--- src/hw/rtl/cpalu_pkg.sv ---
// Shared types and constants for the contact-process active list update block.
// Request/response payloads, codes, state encoding and memory command structs.
// No dependencies.
package cpalu_pkg;

   localparam int MAX_SIDE   = 64;
   localparam int SITES      = MAX_SIDE * MAX_SIDE;
   localparam int COORD_W    = 6;
   localparam int SITE_W     = 12;
   localparam int COUNT_W    = 13;
   localparam int SIDE_W     = 7;
   localparam int THR_W      = 17;
   localparam int CSR_IDX_W  = 2;
   localparam int CSR_DATA_W = 17;

   localparam logic [SIDE_W-1:0] SIDE_MIN      = 7'd2;
   localparam logic [SIDE_W-1:0] SIDE_MAX      = 7'd64;
   localparam logic [SIDE_W-1:0] WIDTH_RESET   = 7'd64;
   localparam logic [SIDE_W-1:0] HEIGHT_RESET  = 7'd64;
   localparam logic [THR_W-1:0]  THRESH_RESET  = 17'd32768;

   localparam logic [CSR_IDX_W-1:0] CSR_GRID_WIDTH      = 2'd0;
   localparam logic [CSR_IDX_W-1:0] CSR_GRID_HEIGHT     = 2'd1;
   localparam logic [CSR_IDX_W-1:0] CSR_DEATH_THRESHOLD = 2'd2;

   typedef enum logic {
      ACT_SEED   = 1'b0,
      ACT_UPDATE = 1'b1
   } action_type;

   typedef enum logic [1:0] {
      DIR_X_DOWN = 2'd0,
      DIR_X_UP   = 2'd1,
      DIR_Y_DOWN = 2'd2,
      DIR_Y_UP   = 2'd3
   } direction_type;

   typedef enum logic [2:0] {
      OUT_NONE        = 3'd0,
      OUT_ANNIHILATED = 3'd1,
      OUT_CREATED     = 3'd2,
      OUT_SEEDED      = 3'd3,
      OUT_INVALID     = 3'd4
   } outcome_type;

   typedef enum logic [2:0] {
      ST_IDLE,
      ST_SEED,
      ST_PICK,
      ST_KILL,
      ST_GROW,
      ST_FAIL
   } state_type;

   typedef struct packed {
      logic                action;
      logic [COORD_W-1:0]  site_x;
      logic [COORD_W-1:0]  site_y;
      logic [SITE_W-1:0]   pick_index;
      logic [15:0]         uniform;
      logic [1:0]          direction;
   } req_type;

   typedef struct packed {
      logic [2:0]          outcome;
      logic [COORD_W-1:0]  changed_x;
      logic [COORD_W-1:0]  changed_y;
      logic [COUNT_W-1:0]  occupied_count;
   } rsp_type;

   typedef struct packed {
      logic [SIDE_W-1:0]   grid_w;
      logic [SIDE_W-1:0]   grid_h;
      logic [THR_W-1:0]    death_thr;
   } cfg_type;

   typedef struct packed {
      logic                rd_en;
      logic [COORD_W-1:0]  rd_row;
      logic                wr_en;
      logic [COORD_W-1:0]  wr_row;
      logic [MAX_SIDE-1:0] wr_data;
   } occ_cmd_type;

   typedef struct packed {
      logic                rd_en;
      logic [SITE_W-1:0]   rd_addr;
      logic                wr_en;
      logic [SITE_W-1:0]   wr_addr;
      logic [SITE_W-1:0]   wr_data;
   } list_cmd_type;

endpackage

--- src/hw/rtl/cpalu_occ.sv ---
// Occupancy lattice: one row of sites per memory word, synchronous read.
// Sweeps all rows to empty after reset. Uses cpalu_pkg.
module cpalu_occ (
   input  logic                         clock,
   input  logic                         reset,
   input  cpalu_pkg::occ_cmd_type       cmd,
   output logic [cpalu_pkg::MAX_SIDE-1:0] rd_data,
   output logic                         clearing
);

   logic [cpalu_pkg::MAX_SIDE-1:0] mem [cpalu_pkg::MAX_SIDE];
   logic [cpalu_pkg::MAX_SIDE-1:0] rd_data_ff;
   logic                           clr_ff, clr_in;
   logic [cpalu_pkg::COORD_W-1:0]  clr_row_ff, clr_row_in;

   always_comb begin
      clr_in     = clr_ff;
      clr_row_in = clr_row_ff;
      if (clr_ff) begin
         clr_row_in = clr_row_ff + 1'b1;
         if (clr_row_ff == cpalu_pkg::COORD_W'(cpalu_pkg::MAX_SIDE - 1)) begin
            clr_in = 1'b0;
         end
      end
   end

   always_ff @(posedge clock) begin
      if (reset) begin
         clr_ff     <= 1'b1;
         clr_row_ff <= '0;
      end else begin
         clr_ff     <= clr_in;
         clr_row_ff <= clr_row_in;
      end
   end

   always_ff @(posedge clock) begin
      if (clr_ff) begin
         mem[clr_row_ff] <= '0;
      end else if (cmd.wr_en) begin
         mem[cmd.wr_row] <= cmd.wr_data;
      end
      if (cmd.rd_en) begin
         rd_data_ff <= mem[cmd.rd_row];
      end
   end

   assign rd_data  = rd_data_ff;
   assign clearing = clr_ff;

endmodule

--- config.mk ---
export PLATFORM = sky130hd
export DESIGN_NAME = cpalu_occ
export DESIGN_NICKNAME = d
export VERILOG_FILES = /design/src/hw/rtl/cpalu_pkg.sv /design/src/hw/rtl/cpalu_occ.sv
export SDC_FILE = /design/constraint.sdc
export NUM_CORES = 2
export LEC_CHECK = 0
export BUFFER_PORTS_ARGS = -buffer_cell sky130_fd_sc_hd__buf_2
export CORE_ASPECT_RATIO = 0.7
export CORE_MARGIN = 2
export CORE_UTILIZATION = 41
export CTS_CLUSTER_SIZE = 8
export DETAILED_ROUTE_END_ITERATION = 8
export GPL_TIMING_DRIVEN = 0
export PLACE_DENSITY_LB_ADDON = 0.12
export RECOVER_POWER = 50
export SLEW_MARGIN = 10
export SYNTH_ARGS = -nofsm -noshare
export SYNTH_HDL_FRONTEND = slang
export SYNTH_SLANG_ARGS = --single-unit
--- constraint.sdc ---
create_clock -name clock -period 5.42 [get_ports clock]
set_input_delay 0.542 -clock clock [delete_from_list [all_inputs] [get_ports clock]]
set_output_delay 0.542 -clock clock [all_outputs]
set_load 0.05 [all_outputs]
==> impl_metrics.yaml <==
status:
  status: "finished with violations"
  violations: "capacitance limit, slew limit"
worst_hold_path:
  worst_hold_path_type: "in2reg"
power:
  comb_power_share_pct: 4.6
  p_per_area_nw_per_um2: 385
  p_total_mw: 71.5
  seq_power_share_pct: 49.4
  intPower_mw: 56.1
  power.share.clock_pct: 46.0
  p_leak_nw: 61.6
  p_sw_share_pct: 21.5
  p_switching_mw: 15.4
  peakVddDrop_v: 0.000327
worst_setup_path:
  path_buf_inv: 4
  path_cells: "clkbuf_1 > clkbuf_1 > buf_2 > nand2_1 > clkbuf_1 > o22ai_1 > nor2_1 > o22a_1"
  crit_top_cell: "clkbuf_1"
  startpoint_type: "input pin"
  crit_fanout: 10
  cp_top_family: "buffers and inverters"
  cp-end-kind: "flip-flop"
  critPathKind: "in2reg"
  cpPeakStageDelay_ps: 1140
  worstPathArrival_ps: 5680
  crit_slowest_cell: "clkbuf_1"
  cp.required_ps: 6150
grt:
  antenna_found_initial: 47
  grt_overflow_total: 0
  grt_pass1_wl_um: 670000
  grt_max_degree: 60
  grt_usage_pct: 25.4
  grt_pass1_vias: 78300
synth:
  synth_area_leaders: "edfxtp_1 80%, mux4_2 14%, o22ai_1 1.3%"
  ys_warn_count: 0
  synth_seq_cells: 4167
  synthAdderAreaFrac_pct: 0.00799
  synthesis.area_sq_um: 157000
  synth_compound_area_share_pct: 2.72
  synth_mux_area_share_pct: 15.1
  synth_flop_cell: "edfxtp_1"
  synth_top_cell_by_area: "edfxtp_1"
  ys_seq_area_share_pct: 79.8
  synth.avg_cell_area_sq_um: 23.6
  synth_edf_count: 4160
  synth_top_family_by_area: "multiplexers"
  yosysMostFrequentCell: "edfxtp_1"
  synth_simple_gate_area_share_pct: 1.15
  synth_async_sr_flop_share_pct: 0
  synth_top_area_share_pct: 79.7
  syn_inst: 6632
  synth.distinct_cells: 42
  synth_xor_area_share_pct: 0.0224
  syn-num-nets: 6713
  synth_common_cells: "4160 x edfxtp_1, 1002 x mux4_2, 330 x o22ai_1"
clocking:
  clockBufferDepth: 4
  clk_latency_ps: 1040
  cts_root_buf: "clkbuf_16"
  cts_tree: "built"
  cts.clk_slew.worst_paths_ps: 50
  cts_sinks: 4167
  cts-htree-levels: 6
  numCtsBuffers: 591
routing:
  route.met2.wl_um: 224000
  wl_um: 497000
  wl_per_cell_um: 38.7
  top_layer: "met5"
  ant_nets: 0
  viasPerCell: 6.14
  route.detailed.drc: 0
  dr.pass1.iters: 5
  wl_met1_um: 210000
  wl_met3_um: 48300
  drtIter0Drc: 11400
  vias: 78900
final_layout:
  nNetsFinal: 7770
  layout-drive-gt1-share_pct: 29.3
  area_growth_pct: 18.5
run:
  cap_violations: 48
sta:
  worst_slack_ps: 474
  fmax_mhz: 202
  fin_setup_tns_ps: 0
  slew_violations: 763
  skew_ps: 33.7
  setup_viol: 0
  hold_violations: 0
  min_period_ps: 4950
  worst_pin_slew_ps: 2660
  relSlewSlack_pct: -77.3
  grt_setup_unrepaired: "no"
  fin_crit_sh_pct: 91.3
placement:
  pre_cts_slack_ps: 395
  dp_hpwl_um: 344000
  place.gp.congestion: 0.799
  portBuffers: 140
floorplan:
  die_area_sq_um: 387000
  initial_utilization_pct: 41.3
  fp.dieH_um: 521
  core_sq_um: 380000
  rows: 189
  die_w_um: 743
  ios: 145
-- cell families (layout without fill, tap and decap cells) --
kind of cell,count (synthesis),count (layout)
muxes,1112,1112
buffers and inverters,378,1510
other,0,29
adders and majority gates,1,1
AOI/OAI and AO/OA,609,609
xor gates and xnor gates,4,4
and+or+nand+nor,361,361
DFF,4167,4167
-- power by group through the flow --
| stage | clock network [mW] | registers [mW] | logic (mW) |
|---|---|---|---|
| 5_1_grt | 34.6 | 35.3 | 3.38 |
| 3_3_place_gp | 0 | 36.0 | 3.16 |
| 3_5_place_dp | 0 | 35.9 | 3.31 |
| 4_1_cts | 33.3 | 35.3 | 3.32 |
| 6_report | 32.9 | 35.3 | 3.27 |
| 2_1_floorplan | 0 | 36.1 | 1.60 |
-- layout make-up --
cell class | count | area, sq um
tap | 5061 | 6330
timing repair buffer | 464 | 6410
multi-input combinational | 2087 | 30200
sequential | 4167 | 125000
inverter | 2 | 7.51
clock buffer | 628 | 15300
fill | 30200 | 194000
buffer | 376 | 1840
antenna | 29 | 72.6
clock inverter | 40 | 497
-- metal layers --
metal	GRT usage, %	up-vias
li1	-	30800
met1	37.5	43200
met2	38.1	4186
met3	5.82	698
met4	7.44	8
met5	0	-
-- tightest hold or removal path: cells and delay by family --
family	cells	cell delay, ps
AO/OA/AOI/OAI	1	190
buffers and inverters	1	130
AND/OR/NAND/NOR	1	120
-- layout by cell type (no fill, tap or decap), types with 29 or more instances in the layout --
cell / n
diode_2: 29
buf_4: 65
o22a_1: 53
mux2i_1: 103
nor2_1: 101
buf_2: 185
a22oi_1: 59
buf_1: 30
nand2_1: 39
clkbuf_2: 29
clkbuf_1: 270
a211oi_1: 53
buf_12: 241
o221ai_1: 64
edfxtp_1: 4160
and2_0: 61
o22ai_1: 330
clkbuf_16: 610
mux4_2: 1002
-- state kept, by name, indices dropped and copies added, names as in the netlist --
register    flops
mem          4096
rd_data        64
clr_row_ff      6
clearing        1
-- path summary, 6_finish.rpt --
kind	endpoint	depth (start not counted)	start	slack (ps)
worst min register to register	clearing	2	clr_row_ff[3]	580
worst min-delay path	mem[40][1]	3	cmd[65]	150
worst max register to register	mem[5][37]	8	clearing	590
worst max-delay path	rd_data[53]	8	cmd[72]	470
-- stage by stage --
step | util (%) | cells | cell area (sq um) | hold slack [ps]
2_1_floorplan | - | 6632 | 157000 | 489
3_3_place_gp | 43.1 | 11800 | 164000 | 556
3_5_place_dp | 45.0 | 12200 | 171000 | 563
4_1_cts | 49.2 | 12800 | 187000 | 3.71
5_1_grt | 48.9 | 12800 | 186000 | 138
6_report | 48.9 | 12900 | 186000 | 153
-- timing repair --
item / 4_1_cts / 5_1_grt
buffers inserted: 0 / 0
hold buffers: 6 / 0
hold endpoints to repair: 59 / 0
resized for setup: 0 / 0
Note: power is estimated with default switching activity, not from simulation.
